### src/mobm_pkg.sv
// shared types and constants for the max overlap box match block
// no dependencies; imported by every module under src

package mobm_pkg;

    localparam int TABLE_DEPTH = 64;
    localparam int COORD_BITS  = 12;

    localparam int FIELD_BITS  = 12;
    localparam int MIDX_BITS   = 7;
    localparam int MAREA_BITS  = 24;

    localparam int IDX_BITS    = (TABLE_DEPTH > 1) ? $clog2(TABLE_DEPTH) : 1;
    localparam int CNT_BITS    = $clog2(TABLE_DEPTH + 1);
    localparam int AREA_BITS   = 2 * COORD_BITS;

    localparam int QUEUE_DEPTH = 4;
    localparam int QPTR_BITS   = $clog2(QUEUE_DEPTH);
    localparam int QCNT_BITS   = $clog2(QUEUE_DEPTH + 1);

    localparam logic [1:0] CMD_CLEAR  = 2'd0;
    localparam logic [1:0] CMD_APPEND = 2'd1;
    localparam logic [1:0] CMD_QUERY  = 2'd2;

    localparam logic signed [MIDX_BITS-1:0] NO_MATCH = -7'sd1;

    typedef enum logic [1:0] {
        OP_CLEAR,
        OP_APPEND,
        OP_QUERY
    } op_t;

    typedef struct packed {
        logic [1:0]            command;
        logic [FIELD_BITS-1:0] box_x;
        logic [FIELD_BITS-1:0] box_y;
        logic [FIELD_BITS-1:0] box_width;
        logic [FIELD_BITS-1:0] box_height;
    } in_beat_t;

    typedef struct packed {
        logic signed [MIDX_BITS-1:0] match_index;
        logic [MAREA_BITS-1:0]       best_area;
    } out_beat_t;

    typedef struct packed {
        logic [COORD_BITS-1:0] x;
        logic [COORD_BITS-1:0] y;
        logic [COORD_BITS-1:0] w;
        logic [COORD_BITS-1:0] h;
    } box_t;

    typedef struct packed {
        op_t  op;
        box_t box;
    } q_entry_t;

    // low COORD_BITS of a 12-bit field, zero extended when COORD_BITS is wider
    function automatic logic [COORD_BITS-1:0] to_coord(input logic [FIELD_BITS-1:0] v);
        logic [COORD_BITS+FIELD_BITS-1:0] ext;
        ext = (COORD_BITS + FIELD_BITS)'(v);
        return ext[COORD_BITS-1:0];
    endfunction

endpackage

### src/max_overlap_box_match.sv
// top level of the max overlap box match block
// depends on mobm_pkg, mobm_front and mobm_back
//
// usage:
//   input channel s_valid / s_ready / s_data carries one command beat:
//   clear the target table, append one target box, or query a box
//   the unused command code is accepted and ignored
//   result channel m_valid / m_ready / m_data carries one beat per query:
//   index of the first target with the largest nonzero overlap (-1 if none)
//   and that overlap area; clear and append produce no result beat
// timing:
//   a four-entry command queue decouples the front end from the table scan
//   clear and append retire at the back end as soon as they are popped
//   a query reads one table entry per cycle for each stored target, through
//   read, extent, multiply and compare stages and the hand-off to the
//   output register
//   queries are serviced one at a time: the next command is not popped
//   until the result of the last query has entered the output register
// reset: aresetn low on a clock edge empties the queue and the table count
//   and drops any pending result; table contents are not cleared
// stall: the result register holds while m_ready is low; the queue keeps
//   taking beats until it fills, then s_ready drops

module max_overlap_box_match
    import mobm_pkg::*;
(
    input  logic      aclk,
    input  logic      aresetn,
    input  logic      s_valid,
    output logic      s_ready,
    input  in_beat_t  s_data,
    output logic      m_valid,
    input  logic      m_ready,
    output out_beat_t m_data
);

    // command queue between decode and table scan
    logic     q_valid;
    logic     q_pop;
    q_entry_t q_entry;

    // decode and buffering of incoming beats
    mobm_front u_front (
        .aclk    (aclk),
        .aresetn (aresetn),
        .s_valid (s_valid),
        .s_ready (s_ready),
        .s_data  (s_data),
        .q_valid (q_valid),
        .q_entry (q_entry),
        .q_pop   (q_pop)
    );

    // table storage, overlap pipeline and result beat
    mobm_back u_back (
        .aclk    (aclk),
        .aresetn (aresetn),
        .q_valid (q_valid),
        .q_entry (q_entry),
        .q_pop   (q_pop),
        .m_valid (m_valid),
        .m_ready (m_ready),
        .m_data  (m_data)
    );

endmodule

### src/mobm_front.sv
// front end: accepts input beats, decodes the command and queues work
// depends on mobm_pkg

module mobm_front
    import mobm_pkg::*;
(
    input  logic     aclk,
    input  logic     aresetn,
    input  logic     s_valid,
    output logic     s_ready,
    input  in_beat_t s_data,
    output logic     q_valid,
    output q_entry_t q_entry,
    input  logic     q_pop
);

    q_entry_t              queue_reg [QUEUE_DEPTH];
    logic [QPTR_BITS-1:0]  wr_ptr_reg, wr_ptr_next;
    logic [QPTR_BITS-1:0]  rd_ptr_reg, rd_ptr_next;
    logic [QCNT_BITS-1:0]  fill_reg, fill_next;

    logic     accept;
    logic     push;
    logic     pop;
    q_entry_t decoded;

    assign s_ready = (fill_reg != QCNT_BITS'(QUEUE_DEPTH));
    assign accept  = s_valid && s_ready;
    assign q_valid = (fill_reg != '0);
    assign q_entry = queue_reg[rd_ptr_reg];
    assign pop     = q_pop && q_valid;

    // unused command code is taken and dropped here
    always_comb begin
        decoded.box.x = to_coord(s_data.box_x);
        decoded.box.y = to_coord(s_data.box_y);
        decoded.box.w = to_coord(s_data.box_width);
        decoded.box.h = to_coord(s_data.box_height);
        decoded.op    = OP_CLEAR;
        push          = 1'b0;
        case (s_data.command)
            CMD_CLEAR: begin
                decoded.op = OP_CLEAR;
                push       = accept;
            end
            CMD_APPEND: begin
                decoded.op = OP_APPEND;
                push       = accept;
            end
            CMD_QUERY: begin
                decoded.op = OP_QUERY;
                push       = accept;
            end
            default: begin
                push = 1'b0;
            end
        endcase
    end

    always_comb begin
        wr_ptr_next = push ? wr_ptr_reg + 1'b1 : wr_ptr_reg;
        rd_ptr_next = pop ? rd_ptr_reg + 1'b1 : rd_ptr_reg;
        fill_next   = fill_reg;
        if (push && !pop) begin
            fill_next = fill_reg + 1'b1;
        end else if (pop && !push) begin
            fill_next = fill_reg - 1'b1;
        end
    end

    always_ff @(posedge aclk) begin
        if (!aresetn) begin
            wr_ptr_reg <= '0;
            rd_ptr_reg <= '0;
            fill_reg   <= '0;
        end else begin
            wr_ptr_reg <= wr_ptr_next;
            rd_ptr_reg <= rd_ptr_next;
            fill_reg   <= fill_next;
        end
    end

    always_ff @(posedge aclk) begin
        if (push) begin
            queue_reg[wr_ptr_reg] <= decoded;
        end
    end

endmodule

### src/mobm_back.sv
// back end: target table, overlap scan pipeline and result register
// depends on mobm_pkg

module mobm_back
    import mobm_pkg::*;
(
    input  logic      aclk,
    input  logic      aresetn,
    input  logic      q_valid,
    input  q_entry_t  q_entry,
    output logic      q_pop,
    output logic      m_valid,
    input  logic      m_ready,
    output out_beat_t m_data
);

    typedef enum logic [1:0] {
        S_IDLE,
        S_SCAN,
        S_DONE
    } state_t;

    localparam int IEXT_BITS = IDX_BITS + MIDX_BITS;
    localparam int AEXT_BITS = AREA_BITS + MAREA_BITS;

    state_t state_reg, state_next;

    box_t                  table_mem [TABLE_DEPTH];
    logic [CNT_BITS-1:0]   count_reg, count_next;
    logic [CNT_BITS-1:0]   scan_reg, scan_next;
    box_t                  qbox_reg, qbox_next;

    // stage 1: table read
    box_t                  rd_box_reg;
    logic                  v1_reg, v1_next;
    logic [IDX_BITS-1:0]   idx1_reg, idx1_next;
    // stage 2: overlap extents
    logic [COORD_BITS-1:0] dx_reg, dx_next;
    logic [COORD_BITS-1:0] dy_reg, dy_next;
    logic                  v2_reg;
    logic [IDX_BITS-1:0]   idx2_reg;
    // stage 3: area
    logic [AREA_BITS-1:0]  area_reg, area_next;
    logic                  v3_reg;
    logic [IDX_BITS-1:0]   idx3_reg;
    // running best
    logic [AREA_BITS-1:0]  best_area_reg, best_area_next;
    logic [IDX_BITS-1:0]   best_idx_reg, best_idx_next;
    logic                  hit_reg, hit_next;

    logic                  m_valid_reg, m_valid_next;
    out_beat_t             m_data_reg, m_data_next;

    logic                  issue;
    logic                  do_append;
    logic [COORD_BITS:0]   left, right, top, bottom;
    logic [COORD_BITS:0]   q_r, q_b, t_r, t_b;
    logic [COORD_BITS:0]   dx_full, dy_full;
    logic [IEXT_BITS-1:0]  idx_ext;
    logic [AEXT_BITS-1:0]  area_ext;

    assign m_valid = m_valid_reg;
    assign m_data  = m_data_reg;

    assign q_pop     = q_valid && (state_reg == S_IDLE);
    assign do_append = q_pop && (q_entry.op == OP_APPEND) &&
                       (count_reg != CNT_BITS'(TABLE_DEPTH));
    assign issue     = (state_reg == S_SCAN) && (scan_reg != count_reg);

    // overlap extents vs the entry just read, and area of registered extents
    always_comb begin
        q_r    = {1'b0, qbox_reg.x} + {1'b0, qbox_reg.w};
        q_b    = {1'b0, qbox_reg.y} + {1'b0, qbox_reg.h};
        t_r    = {1'b0, rd_box_reg.x} + {1'b0, rd_box_reg.w};
        t_b    = {1'b0, rd_box_reg.y} + {1'b0, rd_box_reg.h};
        left   = (qbox_reg.x > rd_box_reg.x) ? {1'b0, qbox_reg.x} : {1'b0, rd_box_reg.x};
        top    = (qbox_reg.y > rd_box_reg.y) ? {1'b0, qbox_reg.y} : {1'b0, rd_box_reg.y};
        right  = (q_r < t_r) ? q_r : t_r;
        bottom = (q_b < t_b) ? q_b : t_b;
        dx_full = (right > left) ? right - left : '0;
        dy_full = (bottom > top) ? bottom - top : '0;
        dx_next = dx_full[COORD_BITS-1:0];
        dy_next = dy_full[COORD_BITS-1:0];
        area_next = dx_reg * dy_reg;
    end

    always_comb begin
        idx_ext  = IEXT_BITS'(best_idx_reg);
        area_ext = AEXT_BITS'(best_area_reg);
    end

    always_comb begin
        state_next     = state_reg;
        count_next     = count_reg;
        scan_next      = scan_reg;
        qbox_next      = qbox_reg;
        v1_next        = issue;
        idx1_next      = scan_reg[IDX_BITS-1:0];
        best_area_next = best_area_reg;
        best_idx_next  = best_idx_reg;
        hit_next       = hit_reg;
        m_valid_next   = m_valid_reg && !m_ready;
        m_data_next    = m_data_reg;

        if (v3_reg && (area_reg > best_area_reg)) begin
            best_area_next = area_reg;
            best_idx_next  = idx3_reg;
            hit_next       = 1'b1;
        end

        case (state_reg)
            S_IDLE: begin
                if (q_pop) begin
                    case (q_entry.op)
                        OP_CLEAR: begin
                            count_next = '0;
                        end
                        OP_APPEND: begin
                            if (do_append) begin
                                count_next = count_reg + 1'b1;
                            end
                        end
                        OP_QUERY: begin
                            qbox_next      = q_entry.box;
                            scan_next      = '0;
                            best_area_next = '0;
                            best_idx_next  = '0;
                            hit_next       = 1'b0;
                            state_next     = S_SCAN;
                        end
                        default: begin
                            count_next = count_reg;
                        end
                    endcase
                end
            end
            S_SCAN: begin
                if (issue) begin
                    scan_next = scan_reg + 1'b1;
                end else if (!v1_reg && !v2_reg && !v3_reg) begin
                    state_next = S_DONE;
                end
            end
            S_DONE: begin
                if (!m_valid_reg || m_ready) begin
                    m_valid_next = 1'b1;
                    m_data_next.match_index = hit_reg ?
                        signed'(idx_ext[MIDX_BITS-1:0]) : NO_MATCH;
                    m_data_next.best_area   = area_ext[MAREA_BITS-1:0];
                    state_next = S_IDLE;
                end
            end
            default: begin
                state_next = S_IDLE;
            end
        endcase
    end

    always_ff @(posedge aclk) begin
        if (!aresetn) begin
            state_reg   <= S_IDLE;
            count_reg   <= '0;
            scan_reg    <= '0;
            v1_reg      <= 1'b0;
            v2_reg      <= 1'b0;
            v3_reg      <= 1'b0;
            hit_reg     <= 1'b0;
            m_valid_reg <= 1'b0;
        end else begin
            state_reg   <= state_next;
            count_reg   <= count_next;
            scan_reg    <= scan_next;
            v1_reg      <= v1_next;
            v2_reg      <= v1_reg;
            v3_reg      <= v2_reg;
            hit_reg     <= hit_next;
            m_valid_reg <= m_valid_next;
        end
    end

    always_ff @(posedge aclk) begin
        qbox_reg      <= qbox_next;
        idx1_reg      <= idx1_next;
        dx_reg        <= dx_next;
        dy_reg        <= dy_next;
        idx2_reg      <= idx1_reg;
        area_reg      <= area_next;
        idx3_reg      <= idx2_reg;
        best_area_reg <= best_area_next;
        best_idx_reg  <= best_idx_next;
        m_data_reg    <= m_data_next;
    end

    // target table
    always_ff @(posedge aclk) begin
        if (do_append) begin
            table_mem[count_reg[IDX_BITS-1:0]] <= q_entry.box;
        end
        if (issue) begin
            rd_box_reg <= table_mem[scan_reg[IDX_BITS-1:0]];
        end
    end

    a_count_bound: assert property (@(posedge aclk) disable iff (!aresetn)
        count_reg <= CNT_BITS'(TABLE_DEPTH))
        else $error("target count above table depth");

    a_scan_bound: assert property (@(posedge aclk) disable iff (!aresetn)
        (state_reg == S_SCAN) |-> (scan_reg <= count_reg))
        else $error("scan pointer past target count");

    a_pipe_in_scan: assert property (@(posedge aclk) disable iff (!aresetn)
        (v1_reg || v2_reg || v3_reg) |-> (state_reg == S_SCAN))
        else $error("scan pipeline busy outside a query");

    // hit flag is stale once back in idle, where a clear may shrink the count
    a_hit_index: assert property (@(posedge aclk) disable iff (!aresetn)
        (hit_reg && (state_reg != S_IDLE)) |-> (CNT_BITS'(best_idx_reg) < count_reg))
        else $error("best index beyond stored targets");

    a_result_after_drain: assert property (@(posedge aclk) disable iff (!aresetn)
        $rose(m_valid_reg) |-> $past(state_reg == S_DONE))
        else $error("result presented before scan drained");

endmodule

### config.mk
export PLATFORM = sky130hd
export DESIGN_NAME = max_overlap_box_match
export DESIGN_NICKNAME = d
export VERILOG_FILES = /design/src/mobm_pkg.sv /design/src/max_overlap_box_match.sv /design/src/mobm_front.sv /design/src/mobm_back.sv
export SDC_FILE = /design/constraint.sdc
export NUM_CORES = 2
export LEC_CHECK = 0
export ABC_AREA = 1
export BUFFER_PORTS_ARGS = -buffer_cell sky130_fd_sc_hd__buf_2
export CAP_MARGIN = 20
export CORE_ASPECT_RATIO = 1.25
export CORE_UTILIZATION = 40
export CTS_BUF_LIST = sky130_fd_sc_hd__clkbuf_8
export DETAILED_ROUTE_END_ITERATION = 10
export GPL_ROUTABILITY_DRIVEN = 0
export PLACE_DENSITY = 0.61
export SLEW_MARGIN = 20
export SYNTH_ARGS = -nofsm -noshare
export SYNTH_HDL_FRONTEND = slang
export SYNTH_SLANG_ARGS = --single-unit
### constraint.sdc
create_clock -name aclk -period 10.55 [get_ports aclk]
set_clock_uncertainty 0.1 [all_clocks]
set_input_delay 1.055 -clock aclk [delete_from_list [all_inputs] [get_ports aclk]]
set_output_delay 1.055 -clock aclk [all_outputs]
set_load 0.005 [all_outputs]
Word level (Yosys, flattened, before mapping)
Memories as Yosys holds them, arrays and structs flattened. A register that Yosys moved wholly into a read port is not among the register bits. Cells that the tools add are included.

Flip-flop bits (word level): 203. Bits in latches: 0. RAM bits: 3272. Bits in read-only memories: 0. Bits of input ports: 54. Output and inout bits: 33. Memories kept: 2.

$add $sub $neg: 12. Multipliers: 1. Divide/modulo/power cells: 0. Order comparisons: 7. Equal/unequal tests: 16. Shifts and indexed selects: 0. Mux-type cells: 41. Bitwise gates (word level): 0. Reduce and logical (&&, ||, !) cells: 33.

Memories: u_back.table_mem (words 64, width 48, read ports 1, clocked after Yosys merged registers in 1, write ports 1, RTL line mobm_back.sv:28) `box_t table_mem [TABLE_DEPTH];`; u_front.queue_reg (words 4, width 50, read ports 1, clocked after Yosys merged registers in 1, write ports 1, RTL line mobm_front.sv:17) `q_entry_t queue_reg [QUEUE_DEPTH];`.

Operator list (number): 2-to-1 mux 24 bit (4); adder 12 x 12 -> 13 bit (4); 2-to-1 mux 7 bit (5); case mux 7 bit (2 select lines) (2); > comparator 13 x 12 -> 1 bit (2); less-than comparator 13 bit (2); 2-to-1 mux 13 bit (2); > comparator 12 bit (2); > comparator 24 bit (1); multiplier 12 x 12 -> 24 bit (1); 2-to-1 mux 12 bit (2); 2-to-1 mux 6 bit (4); subtractor 12 bit (2); adder 7 x 1 -> 7 bit, second input constant (2); 2-to-1 mux 2 bit (7); logical AND 1 bit (12); 2-to-1 mux 1 bit (11); != test 2 x 1 -> 1 bit, second input constant (4); AND reduction 4 bit (2); logical NOT 1 bit (7); != test 7 bit (1); != test 7 bit, second input constant (1); equality test 2 x 1 -> 1 bit, second input constant (3); equality test 2 bit, second input constant (3); other kinds (16) (24).

Depth between registers and ports, before layout
Depth in word-level cells: 7. Depth in mapped cells: 33. Gate-level depth less buffers: 32.

Hierarchy
Synthesis repeated with hierarchy kept, for this count alone.

Cell total of the unflattened synthesis: 11202. Area total of the unflattened synthesis: 144660.0 sq um.

Modules (own cells, without submodules): mobm_back (instances 1, cells an instance 10645, area each 136608.5 sq um, seq. area each 98404.4 sq um); mobm_front (instances 1, cells an instance 557, area each 8051.5 sq um, seq. area each 6185.9 sq um).

Worst setup path before layout
OpenSTA, ideal clock, no wires.

Kind: reg2reg. Start point: register u_back.dy_reg[3]. End point: register u_back.area_reg[19]. Setup time: 0.123 ns. Arrival time: 4.633 ns. Required time: 10.327 ns. Setup slack: 5.694 ns. Cell stages (with the launch flop): 19. Path buffers: 1. Cell sequence: dfxtp_1 > clkbuf_1 > nand2_1 > fa_1 > fa_1 > fa_1 > inv_1 > fa_1 > inv_1 > fa_1 > inv_1 > ha_1 > a21oi_1 > o21ai_0 > a21oi_1 > o21ai_1 > a21oi_1 > o21ai_1 > xor2_1.

Cells in the longest elaborated chain, start to end: 1.

RTL lines: start, declared (RTL line mobm_back.sv:39) `logic [COORD_BITS-1:0] dy_reg, dy_next;`; start signal, assigned (RTL line mobm_back.sv:185) `dy_reg <= dy_next;`; multiplier 12 x 12 -> 24 bit (RTL line mobm_back.sv:84) `area_next = dx_reg * dy_reg;`; via u_back.area_next[19] (RTL line mobm_back.sv:43) `logic [AREA_BITS-1:0] area_reg, area_next;`; end signal, assigned (RTL line mobm_back.sv:187) `area_reg <= area_next;`; end, declared (RTL line mobm_back.sv:43).

The timed path passes the listed nets, and every way through them passes these cells. A chain may end at the register's enable or synchronous reset.

Worst setup path in the final report
Start point: register u_back.qbox_reg[24] (netlist name). End point: register u_back.dy_reg[3].

Cells in the longest elaborated chain, start to end: 4.

RTL lines: start, declared (RTL line mobm_back.sv:31) `box_t qbox_reg, qbox_next;`; start signal, assigned (RTL line mobm_back.sv:182) `qbox_reg <= qbox_next;`; adder 12 x 12 -> 13 bit (RTL line mobm_back.sv:73) `q_b = {1'b0, qbox_reg.y} + {1'b0, qbox_reg.h};`; less-than comparator 13 bit (RTL line mobm_back.sv:79) `bottom = (q_b < t_b) ? q_b : t_b;`; 2-to-1 mux 13 bit (RTL line mobm_back.sv:79); subtractor 12 bit / > comparator 13 x 12 -> 1 bit (equally long branches) (RTL line mobm_back.sv:81) `dy_full = (bottom > top) ? bottom - top : '0;`.

Several ways; a longest one is shown, not always the timed one.

==> impl_metrics.py <==
metrics = {
    "layout": {
        "drive_gt1_share_pct": 10.16,
        "max_reg_flops": 3072,
        "nNetsFinal": 11580,
        "most-common-layout-cells": "3399 x sky130_fd_sc_hd__edfxtp_1, 2059 x sky130_fd_sc_hd__nor2_1, 1024 x sky130_fd_sc_hd__o21ai_0, 751 x sky130_fd_sc_hd__nand2_1, 576 x sky130_fd_sc_hd__clkbuf_8",
        "area_delta_synth_final_pct": 11.74,
        "layout_commonest_cell": "sky130_fd_sc_hd__edfxtp_1",
    },
    "yosys": {
        "synth_top_flop_cell": "sky130_fd_sc_hd__edfxtp_1",
        "yosys_warnings": 0,
        "yosys_register_bits": 3525,
        "fraction_of_the_yosys_area_taken_by_sequential_cells_pct": 71.82,
        "synth.avg_cell_area_um2": 13.27,
        "netlist.area_leader.share_pct": 70.09,
        "synth-async-reset-ratio_pct": 0,
        "total_nets_after_synthesis": 11350,
        "syn-instance-count": 10980,
        "synth_top_area_cell": "sky130_fd_sc_hd__edfxtp_1",
        "mappedNetlistArea_um2": 145600,
        "synth_edf_count": 3399,
        "unique_masters_post_synth": 55,
        "synth_top_cells_by_area": "sky130_fd_sc_hd__edfxtp_1 70%, sky130_fd_sc_hd__nor2_1 5.5%, sky130_fd_sc_hd__o21ai_0 3.5%, sky130_fd_sc_hd__o32ai_1 2.8%, sky130_fd_sc_hd__nand2_1 1.9%",
    },
    "grt": {
        "grt_pass1_vias": 93120,
        "gr-usage-all-layers_pct": 22.18,
        "global_route.usage.met2_pct": 37.84,
        "grt_max_degree": 211,
        "grtUsageMet1_pct": 28.12,
        "global_route.usage.met3_pct": 3.201,
        "globalRoute.totalOverflow": 0,
        "grt_first_pass_wirelength_um": 606300,
        "grt_antenna_before_repair": 14,
        "global_route.peak_usage_layer": "met2",
    },
    "critical_path": {
        "critical_path_end": "u_back.dy_reg[3]",
        "critPathMaxFanout": 20,
        "timing.rr.start": "u_back.qbox_reg[24]",
        "register_to_register_setup_slack_ns": 4.73,
        "classification_of_the_worst_setup_path": "reg -> reg",
        "timing.critical_path.required_ns": 11.49,
        "worst_r2r_path_depth": 24,
        "critical_path.reg2reg.endpoint": "u_back.dy_reg[3]",
        "worst_setup_sp": "u_back.qbox_reg[24]",
        "endpoint_kind": "flop",
        "critPathLaunchType": "flop",
        "cp.arrival_ns": 6.76,
    },
    "timing": {
        "worst_slew_pin_slew_ns": 1.137,
        "fin_setup_tns_ns": 0,
        "slew_viol_final": 0,
        "fmaxAchievable_ghz": 0.1718,
        "setup_viol": 0,
        "max-slew-margin-rel_pct": 24.20,
        "final.min_clock_period_ns": 5.819,
        "layout_worst_path_cycle_share_pct": 55.16,
        "rsz0062_at_grt": "false",
        "final-hold-violation-count": 0,
    },
    "clocking": {
        "cts_post_setup_buffers_inserted": 0,
        "cts_tree": "yes",
        "number_of_buffers_inserted_by_hold_repair_at_cts": 50,
        "cts-root-to-sink-buffers": 4,
        "clock_latency_ns": 1.24,
        "max_h_tree_level": 6,
        "clkSlewWorstSetupHoldPaths_ns": 0.06,
        "clock-root-buffer": "sky130_fd_sc_hd__clkbuf_8",
        "numCtsBuffers": 561,
        "cts_sinks": 3525,
        "cts_resized": 0,
    },
    "routing": {
        "drc": 0,
        "dr.pass1.iters": 7,
        "drt_first_iter_violations": 10540,
        "routed_wire_length_per_instance_um": 25.36,
        "route.final.wire_length_um": 418100,
        "detail_routed_via_count_per_cell": 5.712,
        "count_of_nets_left_with_antenna_violations_after_detail_routing": 0,
        "vias": 94160,
    },
    "die": {
        "ioPinCount": 87,
        "coreArea_um2": 362200,
        "initial_utilization_pct": 40.20,
        "die_area_um2": 366500,
        "floorplan.rows": 247,
        "die_width_um": 541.7,
        "die_h_um": 676.6,
    },
    "pwr": {
        "report.power.total_mw": 43.17,
        "total_leakage_power_nw": 54.10,
        "irDropWorstVdd_uv": 283.0,
        "power-per-cell-area_nw_per_um2": 265.3,
    },
    "placed_design": {
        "detailedPlacementHpwl_um": 227000,
        "numPortBuffers": 86,
    },
    "job": {
        "timing.max_cap.violations": 0,
    },
    "min_path": {
        "min_path_type": "in -> reg",
    },
    "status": {
        "status": "completed",
    },
}
-- stage by stage --
stage	instance area (um^2)	hold slack [ns]	worst slack, ns	utilization [%]	instances
final	162700	0.1175	4.731	44.92	16490
after detailed placement	152100	0.2121	4.593	41.99	15440
after floorplan	145600	0.2096	5.694	-	10980
after global placement	152100	0.2108	4.549	41.98	15440
after CTS	162600	0.003432	4.557	44.89	16470
after global routing	162700	0.08958	4.148	44.92	16480
-- cell usage after synthesis (107+ instances only) --
| cell type | number |
|---|---|
| sky130_fd_sc_hd__edfxtp_1 | 3399 |
| sky130_fd_sc_hd__o21ai_0 | 1024 |
| sky130_fd_sc_hd__mux2i_1 | 236 |
| sky130_fd_sc_hd__fa_1 | 107 |
| sky130_fd_sc_hd__dfxtp_1 | 126 |
| sky130_fd_sc_hd__o221ai_1 | 230 |
| sky130_fd_sc_hd__o32ai_1 | 459 |
| sky130_fd_sc_hd__a21oi_1 | 260 |
| sky130_fd_sc_hd__nor2_1 | 2131 |
| sky130_fd_sc_hd__nand2_1 | 751 |
| sky130_fd_sc_hd__ha_1 | 213 |
| sky130_fd_sc_hd__o211ai_1 | 161 |
| sky130_fd_sc_hd__inv_1 | 374 |
| sky130_fd_sc_hd__buf_2 | 176 |
| sky130_fd_sc_hd__clkbuf_1 | 421 |
| sky130_fd_sc_hd__nand3_1 | 414 |
-- final cells by class --
type,count,area [um^2]
Antenna cell,9,22.52
Clock buffer,576,7928
Clock inverter,405,2096
Fill cell,32510,199500
Inverter,392,1501
Multi-Input combinational cell,6357,37600
Sequential cell,3525,104600
Tap cell,4855,6075
Timing Repair Buffer,367,2883
-- worst min-delay path by stage --
stage               depth (start not counted)                  endpoint          startpoint
global placement                            0        u_back.idx3_reg[0]  u_back.idx2_reg[0]
floorplan                                   0        u_back.idx2_reg[0]  u_back.idx1_reg[0]
detailed placement                          0        u_back.idx2_reg[1]  u_back.idx1_reg[1]
global route                                2  u_front.queue_reg[2][48]          s_data[49]
finish                                      2  u_front.queue_reg[2][48]          s_data[49]
CTS                                         2  u_front.queue_reg[2][48]          s_data[49]
-- metal layers --
metal	vias up	share of wire, %	wire length (um)
met1	47500	39	162000
li1	41220	-	-
met4	4	4.1	17270
met3	894	7.8	32600
met5	-	0.0077	32
met2	4543	49	206300
-- power by group --
group	switching, mW	internal (mW)	total (mW)
sequential	0.381	18.4	18.8
clock	5.37	5.34	10.7
combinational	9.83	3.87	13.7
total	15.6	27.6	43.2
-- worst max-delay path, stage by stage, from the launching register on --
cell	delay, ns
sky130_fd_sc_hd__edfxtp_1	0.40
sky130_fd_sc_hd__ha_1	0.25
sky130_fd_sc_hd__fa_1	0.42
sky130_fd_sc_hd__a21oi_1	0.16
sky130_fd_sc_hd__o21bai_1	0.13
sky130_fd_sc_hd__a21oi_1	0.28
sky130_fd_sc_hd__nor2_1	0.10
sky130_fd_sc_hd__a21oi_1	0.17
sky130_fd_sc_hd__xor2_1	0.24
sky130_fd_sc_hd__ha_1	0.30
sky130_fd_sc_hd__a21oi_1	0.19
sky130_fd_sc_hd__o21ai_0	0.10
sky130_fd_sc_hd__a21oi_1	0.14
sky130_fd_sc_hd__nand2_1	0.15
sky130_fd_sc_hd__inv_1	0.40
sky130_fd_sc_hd__or2_2	0.19
sky130_fd_sc_hd__o21ai_0	0.11
sky130_fd_sc_hd__ha_1	0.34
sky130_fd_sc_hd__a31oi_1	0.30
sky130_fd_sc_hd__inv_1	0.11
sky130_fd_sc_hd__nand4_1	0.10
sky130_fd_sc_hd__nand3_1	0.13
sky130_fd_sc_hd__a21o_1	0.18
sky130_fd_sc_hd__a21oi_1	0.59
sky130_fd_sc_hd__nor2_1	0.09
-- logic make-up after synthesis --
group / count (synthesis) / synth area share (%)
adders and majority gates: 320 / 3.301
muxes: 236 / 1.622
xor gates and xnor gates: 86 / 0.5173
DFF: 3525 / 71.82
buffers and inverters: 1095 / 3.195
and+or+nand+nor: 3433 / 9.482
AOI/OAI and AO/OA: 2282 / 10.06
No activity file was read; power rests on OpenSTA's default activity.
